File: config.mk
export PLATFORM = sky130hd
export DESIGN_NAME = timed_task_queue
export DESIGN_NICKNAME = d
export VERILOG_FILES = /design/src/rtl/ttq_pkg.sv /design/src/rtl/ttq_ram.sv /design/src/rtl/ttq_cmp.sv /design/src/rtl/ttq_ctrl.sv /design/src/rtl/timed_task_queue.sv
export VERILOG_INCLUDE_DIRS = /design/src /design/src/rtl
export SDC_FILE = /design/constraint.sdc
export NUM_CORES = 2
export LEC_CHECK = 0
export BUFFER_PORTS_ARGS = -buffer_cell sky130_fd_sc_hd__buf_2
export CAP_MARGIN = 40
export CELL_PAD_IN_SITES_DETAIL_PLACEMENT = 1
export CELL_PAD_IN_SITES_GLOBAL_PLACEMENT = 1
export CORE_AREA = 2 2 376 378
export CTS_CLUSTER_DIAMETER = 80
export CTS_CLUSTER_SIZE = 14
export DETAILED_ROUTE_END_ITERATION = 10
export DIE_AREA = 0 0 378 380
export GPL_ROUTABILITY_DRIVEN = 0
export GPL_TIMING_DRIVEN = 0
export PLACE_DENSITY_LB_ADDON = 0.1
export SYNTH_ARGS = -nofsm -noshare
export SYNTH_HDL_FRONTEND = slang
export SYNTH_HIERARCHICAL = 1
export SYNTH_SLANG_ARGS = --single-unit
File: constraint.sdc
create_clock -name clock -period 7.33 [get_ports clock]
set_input_delay 0.3665 -clock clock [delete_from_list [all_inputs] [get_ports clock]]
set_output_delay 0.3665 -clock clock [all_outputs]
set_load 0.03 [all_outputs]
File: src/rtl/assert_macros.svh
// ---------------------------------------------------------------------------
// assert_macros.svh
// Assertion helpers shared by the RTL; compiled out when SYNTH is defined.
// ---------------------------------------------------------------------------
`ifndef ASSERT_MACROS_SVH
`define ASSERT_MACROS_SVH

`ifndef SYNTH
// clocked property, disabled while reset is high
`define TTQ_ASSERT(lbl, clk, rst, prop, msg) \
   lbl: assert property (@(posedge clk) disable iff (rst) prop) else $error(msg);
// clocked property, checked during reset as well
`define TTQ_ASSERT_ALWAYS(lbl, clk, prop, msg) \
   lbl: assert property (@(posedge clk) prop) else $error(msg);
`else
`define TTQ_ASSERT(lbl, clk, rst, prop, msg)
`define TTQ_ASSERT_ALWAYS(lbl, clk, prop, msg)
`endif

`endif

File: src/rtl/ttq_pkg.sv
// ---------------------------------------------------------------------------
// ttq_pkg
// Types and constants of the timed task queue.
// ---------------------------------------------------------------------------
package ttq_pkg;

   localparam int TIME_W    = 32;
   localparam int ID_W      = 16;
   localparam int HANDLE_W  = 32;
   localparam int OCC_W     = 5;
   localparam int CMD_W     = 2;
   localparam int REQ_DATA_W = 80;   // due_time, task_id, payload
   localparam int RSP_DATA_W = 88;   // out_time, out_id, out_payload, occupancy, pad
   localparam int RSP_USER_W = 2;    // ok, evicted

   typedef enum logic [CMD_W-1:0] {
      CMD_INSERT  = 2'd0,
      CMD_REPLACE = 2'd1,
      CMD_REMOVE  = 2'd2,
      CMD_POP     = 2'd3
   } cmd_type;

   // one stored task; due_time in the low bits
   typedef struct packed {
      logic [HANDLE_W-1:0] payload;
      logic [ID_W-1:0]     task_id;
      logic [TIME_W-1:0]   due_time;
   } entry_type;

   localparam int ENTRY_W = $bits(entry_type);

   typedef struct packed {
      logic                ok;
      logic                evicted;
      logic [TIME_W-1:0]   out_time;
      logic [ID_W-1:0]     out_id;
      logic [HANDLE_W-1:0] out_payload;
      logic [OCC_W-1:0]    occupancy;
   } rsp_type;

   typedef struct packed {
      logic earlier;   // first operand is before second, wrap-aware
      logic id_hit;    // stored id equals command id
   } cmp_type;

   typedef enum logic [4:0] {
      ST_IDLE,
      ST_FIND_RD,
      ST_FIND_CK,
      ST_DROP_RD,
      ST_DROP_WR,
      ST_POP_RD,
      ST_POP_CK,
      ST_PLACE,
      ST_TAIL_RD,
      ST_TAIL_CK,
      ST_HEAD_RD,
      ST_HEAD_CK,
      ST_LAST_RD,
      ST_LAST_CK,
      ST_POS_RD,
      ST_POS_CK,
      ST_SHIFT_RD,
      ST_SHIFT_WR,
      ST_DONE
   } state_type;

endpackage

File: src/rtl/ttq_ram.sv
// ---------------------------------------------------------------------------
// ttq_ram
// Generic single-write, single-read RAM with registered read data.
// ---------------------------------------------------------------------------
module ttq_ram #(
   parameter int WIDTH = 8,
   parameter int DEPTH = 16
) (
   input  logic                                         clock,
   input  logic                                         wr_en,
   input  logic [((DEPTH > 1) ? $clog2(DEPTH) : 1)-1:0] wr_addr,
   input  logic [WIDTH-1:0]                             wr_data,
   input  logic [((DEPTH > 1) ? $clog2(DEPTH) : 1)-1:0] rd_addr,
   output logic [WIDTH-1:0]                             rd_data
);

   logic [WIDTH-1:0] mem [DEPTH];
   logic [WIDTH-1:0] rd_data_ff;

   always_ff @(posedge clock) begin
      if (wr_en) begin
         mem[wr_addr] <= wr_data;
      end
      rd_data_ff <= mem[rd_addr];
   end

   assign rd_data = rd_data_ff;

endmodule

File: src/rtl/ttq_cmp.sv
// ---------------------------------------------------------------------------
// ttq_cmp
// Shared compare unit: wrap-aware time order and id match.
// ---------------------------------------------------------------------------
module ttq_cmp (
   input  logic [ttq_pkg::TIME_W-1:0] new_time,
   input  logic [ttq_pkg::ID_W-1:0]   new_id,
   input  ttq_pkg::entry_type         ent,
   input  logic                       ent_first,  // 1: ent before new, 0: new before ent
   output ttq_pkg::cmp_type           res
);

   logic [ttq_pkg::TIME_W-1:0] op_a;
   logic [ttq_pkg::TIME_W-1:0] op_b;
   logic [ttq_pkg::TIME_W-1:0] diff;

   always_comb begin
      op_a = ent_first ? ent.due_time : new_time;
      op_b = ent_first ? new_time : ent.due_time;
      diff = op_a - op_b;
      res.earlier = diff[ttq_pkg::TIME_W-1];
      res.id_hit  = (ent.task_id == new_id);
   end

endmodule

File: src/rtl/ttq_ctrl.sv
// ---------------------------------------------------------------------------
// ttq_ctrl
// Command sequencer: id search, slot shifting and sorted placement.
// ---------------------------------------------------------------------------
`include "assert_macros.svh"

module ttq_ctrl #(
   parameter int DEPTH = 16
) (
   input  logic               clock,
   input  logic               reset,
   input  logic               req_valid,
   output logic               req_ready,
   input  ttq_pkg::cmd_type   cmd,
   input  ttq_pkg::entry_type item,
   input  logic               out_free,
   output logic               done,
   output ttq_pkg::rsp_type   res
);

   localparam int AW = (DEPTH > 1) ? $clog2(DEPTH) : 1;
   localparam int CW = $clog2(DEPTH + 1);

   ttq_pkg::state_type state_ff, state_in;
   ttq_pkg::cmd_type   cmd_ff, cmd_in;
   ttq_pkg::entry_type item_ff, item_in;
   ttq_pkg::entry_type pop_ff, pop_in;
   logic [CW-1:0]      cnt_ff, cnt_in;
   logic [CW-1:0]      idx_ff, idx_in;
   logic [CW-1:0]      pos_ff, pos_in;
   logic               ok_ff, ok_in;
   logic               ev_ff, ev_in;
   logic               rm_ff, rm_in;

   logic                        wr_en;
   logic [AW-1:0]               wr_addr;
   ttq_pkg::entry_type          wr_data;
   logic [AW-1:0]               rd_addr;
   logic [ttq_pkg::ENTRY_W-1:0] rd_data;
   ttq_pkg::entry_type          rd_ent;
   ttq_pkg::cmp_type            cmp;
   logic                        ent_first;

   logic [CW-1:0]               idx_inc;
   logic [CW-1:0]               idx_dec;
   logic [CW-1:0]               last;
   logic                        full;
   logic [CW+ttq_pkg::OCC_W-1:0] occ_ext;

   ttq_ram #(
      .WIDTH (ttq_pkg::ENTRY_W),
      .DEPTH (DEPTH)
   ) u_ram (
      .clock   (clock),
      .wr_en   (wr_en),
      .wr_addr (wr_addr),
      .wr_data (wr_data),
      .rd_addr (rd_addr),
      .rd_data (rd_data)
   );

   assign rd_ent    = ttq_pkg::entry_type'(rd_data);
   assign ent_first = (state_ff == ttq_pkg::ST_TAIL_CK) || (state_ff == ttq_pkg::ST_POS_CK);

   ttq_cmp u_cmp (
      .new_time  (item_ff.due_time),
      .new_id    (item_ff.task_id),
      .ent       (rd_ent),
      .ent_first (ent_first),
      .res       (cmp)
   );

   assign idx_inc = idx_ff + CW'(1);
   assign idx_dec = idx_ff - CW'(1);
   assign last    = cnt_ff - CW'(1);
   assign full    = (cnt_ff >= CW'(DEPTH));
   assign occ_ext = {{ttq_pkg::OCC_W{1'b0}}, cnt_ff};

   always_ff @(posedge clock) begin
      if (reset) begin
         state_ff <= ttq_pkg::ST_IDLE;
         cnt_ff   <= '0;
      end else begin
         state_ff <= state_in;
         cnt_ff   <= cnt_in;
      end
      cmd_ff  <= cmd_in;
      item_ff <= item_in;
      pop_ff  <= pop_in;
      idx_ff  <= idx_in;
      pos_ff  <= pos_in;
      ok_ff   <= ok_in;
      ev_ff   <= ev_in;
      rm_ff   <= rm_in;
   end

   always_comb begin
      state_in  = state_ff;
      cmd_in    = cmd_ff;
      item_in   = item_ff;
      pop_in    = pop_ff;
      cnt_in    = cnt_ff;
      idx_in    = idx_ff;
      pos_in    = pos_ff;
      ok_in     = ok_ff;
      ev_in     = ev_ff;
      rm_in     = rm_ff;
      wr_en     = 1'b0;
      wr_addr   = idx_ff[AW-1:0];
      wr_data   = rd_ent;
      rd_addr   = idx_ff[AW-1:0];
      req_ready = 1'b0;
      done      = 1'b0;

      unique case (state_ff)
         ttq_pkg::ST_IDLE: begin
            req_ready = 1'b1;
            if (req_valid) begin
               cmd_in  = cmd;
               item_in = item;
               pop_in  = '0;
               ok_in   = 1'b0;
               ev_in   = 1'b0;
               rm_in   = 1'b0;
               idx_in  = '0;
               unique case (cmd)
                  ttq_pkg::CMD_POP: begin
                     state_in = (cnt_ff == '0) ? ttq_pkg::ST_DONE : ttq_pkg::ST_POP_RD;
                  end
                  ttq_pkg::CMD_REMOVE: begin
                     if (item.task_id == '0 || cnt_ff == '0) begin
                        state_in = ttq_pkg::ST_DONE;
                     end else begin
                        state_in = ttq_pkg::ST_FIND_RD;
                     end
                  end
                  ttq_pkg::CMD_INSERT: begin
                     if (full) begin
                        state_in = ttq_pkg::ST_DONE;
                     end else if (item.task_id != '0 && cnt_ff != '0) begin
                        state_in = ttq_pkg::ST_FIND_RD;
                     end else begin
                        state_in = ttq_pkg::ST_PLACE;
                     end
                  end
                  ttq_pkg::CMD_REPLACE: begin
                     if (item.task_id != '0 && cnt_ff != '0) begin
                        state_in = ttq_pkg::ST_FIND_RD;
                     end else begin
                        state_in = ttq_pkg::ST_PLACE;
                     end
                  end
                  default: state_in = ttq_pkg::ST_DONE;
               endcase
            end
         end

         // linear id search
         ttq_pkg::ST_FIND_RD: begin
            if (idx_ff == cnt_ff) begin
               state_in = (cmd_ff == ttq_pkg::CMD_REMOVE) ? ttq_pkg::ST_DONE
                                                          : ttq_pkg::ST_PLACE;
            end else begin
               state_in = ttq_pkg::ST_FIND_CK;
            end
         end
         ttq_pkg::ST_FIND_CK: begin
            if (cmp.id_hit) begin
               rm_in    = 1'b1;
               ok_in    = (cmd_ff == ttq_pkg::CMD_REMOVE);
               state_in = ttq_pkg::ST_DROP_RD;
            end else begin
               idx_in   = idx_inc;
               state_in = ttq_pkg::ST_FIND_RD;
            end
         end

         // close the gap at idx: move entries one slot toward the head
         ttq_pkg::ST_DROP_RD: begin
            rd_addr = idx_inc[AW-1:0];
            if (idx_inc == cnt_ff) begin
               cnt_in = last;
               if (cmd_ff == ttq_pkg::CMD_REMOVE || cmd_ff == ttq_pkg::CMD_POP) begin
                  state_in = ttq_pkg::ST_DONE;
               end else begin
                  state_in = ttq_pkg::ST_PLACE;
               end
            end else begin
               state_in = ttq_pkg::ST_DROP_WR;
            end
         end
         ttq_pkg::ST_DROP_WR: begin
            wr_en    = 1'b1;
            idx_in   = idx_inc;
            state_in = ttq_pkg::ST_DROP_RD;
         end

         ttq_pkg::ST_POP_RD: begin
            rd_addr  = '0;
            state_in = ttq_pkg::ST_POP_CK;
         end
         ttq_pkg::ST_POP_CK: begin
            pop_in   = rd_ent;
            ok_in    = 1'b1;
            idx_in   = '0;
            state_in = ttq_pkg::ST_DROP_RD;
         end

         ttq_pkg::ST_PLACE: begin
            if (full && !rm_ff) begin
               state_in = ttq_pkg::ST_TAIL_RD;
            end else if (cnt_ff == '0) begin
               pos_in   = '0;
               idx_in   = cnt_ff;
               state_in = ttq_pkg::ST_SHIFT_RD;
            end else begin
               state_in = ttq_pkg::ST_HEAD_RD;
            end
         end

         // full queue: drop the new task or evict the tail
         ttq_pkg::ST_TAIL_RD: begin
            rd_addr  = last[AW-1:0];
            state_in = ttq_pkg::ST_TAIL_CK;
         end
         ttq_pkg::ST_TAIL_CK: begin
            if (cmp.earlier) begin
               state_in = ttq_pkg::ST_DONE;
            end else begin
               cnt_in   = last;
               ev_in    = 1'b1;
               state_in = ttq_pkg::ST_PLACE;
            end
         end

         ttq_pkg::ST_HEAD_RD: begin
            rd_addr  = '0;
            state_in = ttq_pkg::ST_HEAD_CK;
         end
         ttq_pkg::ST_HEAD_CK: begin
            if (cmp.earlier) begin
               pos_in   = '0;
               idx_in   = cnt_ff;
               state_in = ttq_pkg::ST_SHIFT_RD;
            end else begin
               state_in = ttq_pkg::ST_LAST_RD;
            end
         end
         ttq_pkg::ST_LAST_RD: begin
            rd_addr  = last[AW-1:0];
            state_in = ttq_pkg::ST_LAST_CK;
         end
         ttq_pkg::ST_LAST_CK: begin
            if (!cmp.earlier) begin
               pos_in   = cnt_ff;
               idx_in   = cnt_ff;
               state_in = ttq_pkg::ST_SHIFT_RD;
            end else begin
               idx_in   = '0;
               state_in = ttq_pkg::ST_POS_RD;
            end
         end

         // first entry not before the new task
         ttq_pkg::ST_POS_RD: begin
            if (idx_ff == cnt_ff) begin
               pos_in   = cnt_ff;
               state_in = ttq_pkg::ST_SHIFT_RD;
            end else begin
               state_in = ttq_pkg::ST_POS_CK;
            end
         end
         ttq_pkg::ST_POS_CK: begin
            if (cmp.earlier) begin
               idx_in   = idx_inc;
               state_in = ttq_pkg::ST_POS_RD;
            end else begin
               pos_in   = idx_ff;
               idx_in   = cnt_ff;
               state_in = ttq_pkg::ST_SHIFT_RD;
            end
         end

         // open a slot at pos: move entries one slot toward the tail
         ttq_pkg::ST_SHIFT_RD: begin
            rd_addr = idx_dec[AW-1:0];
            if (idx_ff == pos_ff) begin
               wr_en    = 1'b1;
               wr_addr  = pos_ff[AW-1:0];
               wr_data  = item_ff;
               cnt_in   = cnt_ff + CW'(1);
               ok_in    = 1'b1;
               state_in = ttq_pkg::ST_DONE;
            end else begin
               state_in = ttq_pkg::ST_SHIFT_WR;
            end
         end
         ttq_pkg::ST_SHIFT_WR: begin
            wr_en    = 1'b1;
            idx_in   = idx_dec;
            state_in = ttq_pkg::ST_SHIFT_RD;
         end

         ttq_pkg::ST_DONE: begin
            if (out_free) begin
               done     = 1'b1;
               state_in = ttq_pkg::ST_IDLE;
            end
         end

         default: state_in = ttq_pkg::ST_IDLE;
      endcase
   end

   always_comb begin
      res.ok          = ok_ff;
      res.evicted     = ev_ff;
      res.out_time    = pop_ff.due_time;
      res.out_id      = pop_ff.task_id;
      res.out_payload = pop_ff.payload;
      res.occupancy   = occ_ext[ttq_pkg::OCC_W-1:0];
   end

   `TTQ_ASSERT_ALWAYS(a_reset_empty, clock, reset |=> (cnt_ff == '0), "count not cleared by reset")
   `TTQ_ASSERT(a_cnt_bound, clock, reset, cnt_ff <= CW'(DEPTH), "count above depth")
   `TTQ_ASSERT(a_shift_room, clock, reset,
      (state_ff == ttq_pkg::ST_SHIFT_WR) |-> (cnt_ff < CW'(DEPTH)), "shift into full queue")
   `TTQ_ASSERT(a_idle_hold, clock, reset,
      (state_ff == ttq_pkg::ST_IDLE) |=> $stable(cnt_ff), "count moved without a command")

endmodule

File: src/rtl/timed_task_queue.sv
// ---------------------------------------------------------------------------
// timed_task_queue
// Time-sorted queue of timed tasks with insert, replace, remove and pop.
// ---------------------------------------------------------------------------
// One command beat enters on req_*, exactly one result beat leaves on rsp_*.
// Commands: insert, insert_replace (same nonzero id replaced, tail evicted
// when full), remove by id, pop_next (head returned on rsp_tdata).
// Tasks sit in one RAM ordered from head (slot 0) to tail; a compare unit
// (wrap-aware 32-bit time order plus id match) is reused each step.
// Each RAM access presents the address, then uses the registered read data.
// A command that needs no RAM access goes from idle straight to the final
// step; a pop reads the head and shifts every entry one slot toward the head;
// an insert may search by id, evict the tail, then find the slot and shift.
// req_tready rises in the cycle after the result is registered and is high
// only between commands.
// A finished result waits in the rsp register; the next command is taken
// while it waits, and the sequencer holds in its final step only if the
// previous result still has not been taken.
// Reset empties the queue at once (count cleared, no RAM sweep) and drops
// any pending result.
// ---------------------------------------------------------------------------
`include "assert_macros.svh"

module timed_task_queue #(
   parameter int DEPTH = 16
) (
   input  logic                                clock,
   input  logic                                reset,
   input  logic                                req_tvalid,
   output logic                                req_tready,
   // due_time [31:0], task_id [47:32], payload [79:48]
   input  logic [ttq_pkg::REQ_DATA_W-1:0]      req_tdata,
   // cmd [1:0]
   input  logic [ttq_pkg::CMD_W-1:0]           req_tuser,
   output logic                                rsp_tvalid,
   input  logic                                rsp_tready,
   // out_time [31:0], out_id [47:32], out_payload [79:48], occupancy [84:80]
   output logic [ttq_pkg::RSP_DATA_W-1:0]      rsp_tdata,
   // ok [0], evicted [1]
   output logic [ttq_pkg::RSP_USER_W-1:0]      rsp_tuser
);

   ttq_pkg::entry_type req_item;
   ttq_pkg::rsp_type   res;
   ttq_pkg::rsp_type   rsp_ff, rsp_in;
   logic               rsp_valid_ff, rsp_valid_in;
   logic               out_free;
   logic               done;

   // unpack the command beat
   assign req_item = ttq_pkg::entry_type'(req_tdata);

   // output register is free when empty or being drained this cycle
   assign out_free = !rsp_valid_ff || rsp_tready;

   ttq_ctrl #(
      .DEPTH (DEPTH)
   ) u_ctrl (
      .clock     (clock),
      .reset     (reset),
      .req_valid (req_tvalid),
      .req_ready (req_tready),
      .cmd       (ttq_pkg::cmd_type'(req_tuser)),
      .item      (req_item),
      .out_free  (out_free),
      .done      (done),
      .res       (res)
   );

   always_comb begin
      rsp_in       = done ? res : rsp_ff;
      rsp_valid_in = done ? 1'b1 : (rsp_valid_ff && !rsp_tready);
   end

   always_ff @(posedge clock) begin
      if (reset) begin
         rsp_valid_ff <= 1'b0;
      end else begin
         rsp_valid_ff <= rsp_valid_in;
      end
      rsp_ff <= rsp_in;
   end

   assign rsp_tvalid = rsp_valid_ff;
   assign rsp_tuser  = {rsp_ff.evicted, rsp_ff.ok};
   assign rsp_tdata  = {3'b000, rsp_ff.occupancy, rsp_ff.out_payload,
                        rsp_ff.out_id, rsp_ff.out_time};

   // a finished command always lands in the result register
   `TTQ_ASSERT(a_done_shows, clock, reset, done |=> rsp_tvalid, "result beat lost")
   // never overwrite a result that has not been taken
   `TTQ_ASSERT(a_no_overwrite, clock, reset,
      (rsp_valid_ff && !rsp_tready) |-> !done, "result overwritten")
   // a command is taken only when no earlier command is in flight
   `TTQ_ASSERT(a_one_cmd, clock, reset,
      (req_tvalid && req_tready) |=> !req_tready, "command taken while busy")

endmodule

==> results.md <==
* Clock skew at between 0.015 and 0.02 ns
* Mapped Area at 62340 µm²
* Worst EP arrival at about 7.3 ns
* Routed WL per cell at between 30 and 40 µm
* Cell taking the most area after synthesis: edfxtp_1
* Maximum VDD drop at between 0.0002 and 0.0003 V
* Routed WL at about 170000 µm
* Switching share of power at between 30 and 40%
* Async SR Flop Fraction at 0%
* Post-layout instance area at ~73000 µm²
* Clock transition at path regs at approximately 0.07 ns
* FF+latch count, synth at 1633
* Post-place instance area at between 60000 and 70000 µm²
* Total length of routed met3 wires at 8726 µm
* Hold depth at 3
* Max H-tree Level at 4
* Clock Tree Buf Depth at 3
* Clock root cell: clkbuf_16
* Max Fclk at between 100 and 150 MHz
* Internal power at 20.53 mW
* Leak at between 20 and 25 nW
* Fillcell total at between 10000 and 15000
* Synth Instances at between 2000 and 3000
* Area share of fa/ha/maj cells after synthesis at less than 1%
* Worst Reg-to-Reg Cells at 22
* Max-capacitance violation count at 0
* Core outline area at 139200 µm²
* # DRC at 0
* Min Hold Slack at 0.1167 ns
* PortBufs at around 170
* Tmin final at 6.846 ns
* Largest family of logic cells by synthesized area: multiplexers
* Die height at between 300 and 400 µm
* Post-synthesis sequential area ratio at between 70% and 80%
* Unrepaired setup endpoints after global routing: no
* Post-synth EDFFs at roughly 1500
* Worst skew pair latency at a little under 0.8 ns
* Clk pwr share at 21.9%
* Vias at 31580
* Unique cell type count in the Yosys netlist at 67
* Final setup vio count at 0
* Vias in the first global route at approximately 34000
* Yosys warning count at 6
* Tot Pwr at 31.31 mW
* CP Class: reg2reg
* Initial antenna violation count at 4
* Logic gate share of total power at a little under two fifths
* Met1 WL at 69800 µm
* Initial core utilization at between 40% and 50%
* Clock sink count at 1633
* Drt first pass iters at 6
* HP Class: in2reg
* Top layer in use: met4
* Status: completed
* First-pass GRT wire length at 238900 µm
* Element type at the critical path end: flop
* CTS buffer count at between 100 and 150
* Nets at between 3000 and 4000
* Worst Setup Start Kind: flop
* Worst-path fanout max at 10
* Largest cells by area after synthesis: edfxtp_1, mux4_2, dfxtp_1
* Fin util at about 52%
* # IOs at between 150 and 200
* GRT Total Usage at a little under a quarter
* PD cells at around 430 nW/µm²
* Via density at about 5.7
* Compound-cell area share of the yosys netlist at between 3 and 4%
* Synth Area in XOR/XNOR at 0.5761%
* Most used DFF post-synth: edfxtp_1
* Final hold vios at 0
* Largest net degree at the start of global routing at 45
* Post-DRT Antenna Nets at 0
* Sw power at roughly 11 mW
* Crit share post-route at between 90% and 100%
* DR WL met2 at ~84000 µm
* CTS tree: built
* Mux share of post-synthesis cell area at 14.01%
* Die area at 143600 µm²
* Seq pwr share at roughly two fifths
* Drt first-iter violations at around 3000
* Top cell type's share of synthesized area at approximately 74%
* Max-slew violations at 0
* Post-Synth Simple-Gate Area at 2.844%
* Area delta synth->final at 16.81%
* CP required at 7.75 ns
* Post-CTS Setup Bufs at 0
* Number of cell rows at 137
* Die Wd at 378 µm
* Worst Max-Slew Pin Slew at 0.9642 ns
* Total congestion overflow at 0
* Layout cells sized above 1 at approximately 27%
* DPL Wire Length at about 110000 µm
* Synthesized area per cell at between 20 and 25 µm²
* Relative slew slack at 35.72%
-- registers in the layout, summed over array words and instances (netlist names), 2 cells and up --
name and count:
u_ctrl/idx_ff 5, u_ctrl/state_ff 5, rsp_tdata 85, u_ctrl/item_ff 80, u_ctrl/u_ram/rd_data 80, u_ctrl/cmd_ff 2, u_ctrl/cnt_ff 5, u_ctrl/u_ram/mem 1280
u_ctrl/res 80, rsp_tuser 2, u_ctrl/pos_ff 5
-- area by class of cell --
| cell class | instances | area, µm² | share of cell area [%] |
|---|---|---|---|
| Buffer | 167 | 835.8 | 1.148 |
| Inverter | 18 | 70.07 | 0.09623 |
| Multi-Input combinational cell | 1172 | 13480 | 18.51 |
| Tap cell | 1876 | 2347 | 3.224 |
| Clock buffer | 221 | 3765 | 5.171 |
| Timing Repair Buffer | 388 | 3956 | 5.434 |
| Antenna cell | 4 | 10.01 | 0.01375 |
| Clock inverter | 15 | 222.7 | 0.3059 |
| Sequential cell | 1633 | 48130 | 66.10 |
-- power groups by stage --
stage / clock network (mW) / registers, mW / logic (mW)
2_1_floorplan: 0 / 12.9 / 7.29
3_3_place_gp: 0 / 13.2 / 10.7
3_5_place_dp: 0 / 13.1 / 11.6
4_1_cts: 7.04 / 12.9 / 11.7
5_1_grt: 7.32 / 13.0 / 12.4
6_report: 6.86 / 12.9 / 11.6
-- placed cells by master, fill, tap and decap left out, drive strengths merged, types with 11 or more instances in the layout --
| master | count |
|---|---|
| nand2b | 12 |
| nor3 | 15 |
| mux2i | 30 |
| nor2 | 53 |
| nand2 | 123 |
| a21oi | 34 |
| clkbuf | 287 |
| xnor2 | 32 |
| inv | 26 |
| o21ai | 31 |
| buf | 405 |
| a22oi | 172 |
| edfxtp | 1542 |
| nand4 | 11 |
| mux4 | 320 |
| and2 | 83 |
| ha | 34 |
| dlygate4sd3 | 84 |
| dfxtp | 91 |
| nand3 | 12 |
| mux2 | 109 |
-- worst max-delay path, cell delays in order (launching register included) --
cell,delay (ns)
dfxtp_1,0.30
buf_2,0.19
buf_1,0.42
nand2_1,0.23
o21ai_1,0.48
buf_6,0.25
clkbuf_1,0.52
buf_2,0.46
mux2i_1,0.24
ha_1,0.26
a21oi_1,0.15
o21ai_0,0.11
a21oi_1,0.42
o211ai_1,0.30
a21oi_1,0.54
xnor2_1,0.22
buf_4,0.22
nand2b_1,0.23
o22ai_1,0.11
nor2b_1,0.16
inv_1,0.10
nand2_1,0.07
nor3_2,0.47
-- repair_timing --
| action | in CTS | in global routing |
|---|---|---|
| resized for setup | 1 | 1 |
| hold buffers | 84 | 0 |
| setup endpoints to repair | 5 | 5 |
| endpoints found under the hold margin | 90 | 0 |
-- cell usage after synthesis, types with 8 or more instances --
| master | count |
|---|---|
| clkbuf_1 | 66 |
| buf_6 | 14 |
| edfxtp_1 | 1542 |
| nand2b_1 | 11 |
| nand4_1 | 11 |
| mux4_2 | 320 |
| dfxtp_1 | 91 |
| a22oi_1 | 172 |
| inv_1 | 18 |
| nand3_1 | 12 |
| buf_2 | 49 |
| a21oi_1 | 33 |
| nor2_1 | 53 |
| and2_1 | 83 |
| buf_1 | 27 |
| xnor2_1 | 32 |
| buf_4 | 11 |
| nand2_1 | 123 |
| nor3_1 | 15 |
| ha_1 | 34 |
| mux2_2 | 109 |
| mux2i_1 | 30 |
| nor4_1 | 8 |
| o21ai_0 | 31 |
| xor2_1 | 9 |
-- through the flow --
step / setup TNS [ns] / instances / worst slack (ns)
6_report: 0 / 5494 / 0.4841
3_3_place_gp: -6800.71 / 5040 / -5.560
5_1_grt: 0 / 5490 / 0.1006
3_5_place_dp: -0.02466 / 5169 / -0.004989
2_1_floorplan: 0 / 2990 / 0.08008
4_1_cts: 0 / 5489 / 0.2092
-- cells by family after synthesis --
group	Yosys count
mux	459
flops	1633
other cells	1
buf+inv	185
compound gates	284
simple gates	351
xor+xnor	41
fa+ha+maj	34
-- routing by layer --
layer	GRT usage, %	vias to the layer above
li1	-	13340
met1	31.89	17080
met2	39.02	928
met3	3.530	233
met4	6.817	0
met5	0	-
-- final timing paths --
kind,from,to,slack (ns)
setup / recovery,u_ctrl/state_ff[0]$_SDFFE_PP0P_,u_ctrl/pos_ff[2]$_DFFE_PP_,0.48
hold / removal,req_tvalid,u_ctrl/rm_ff$_DFFE_PP_,0.12
setup reg to reg,u_ctrl/state_ff[0]$_SDFFE_PP0P_,u_ctrl/pos_ff[2]$_DFFE_PP_,0.48
hold reg to reg,u_ctrl/res[14]$_SDFFCE_PN0P_,rsp_tdata[57]$_DFFE_PP_,0.41
No activity file was read; power rests on OpenSTA's default activity.
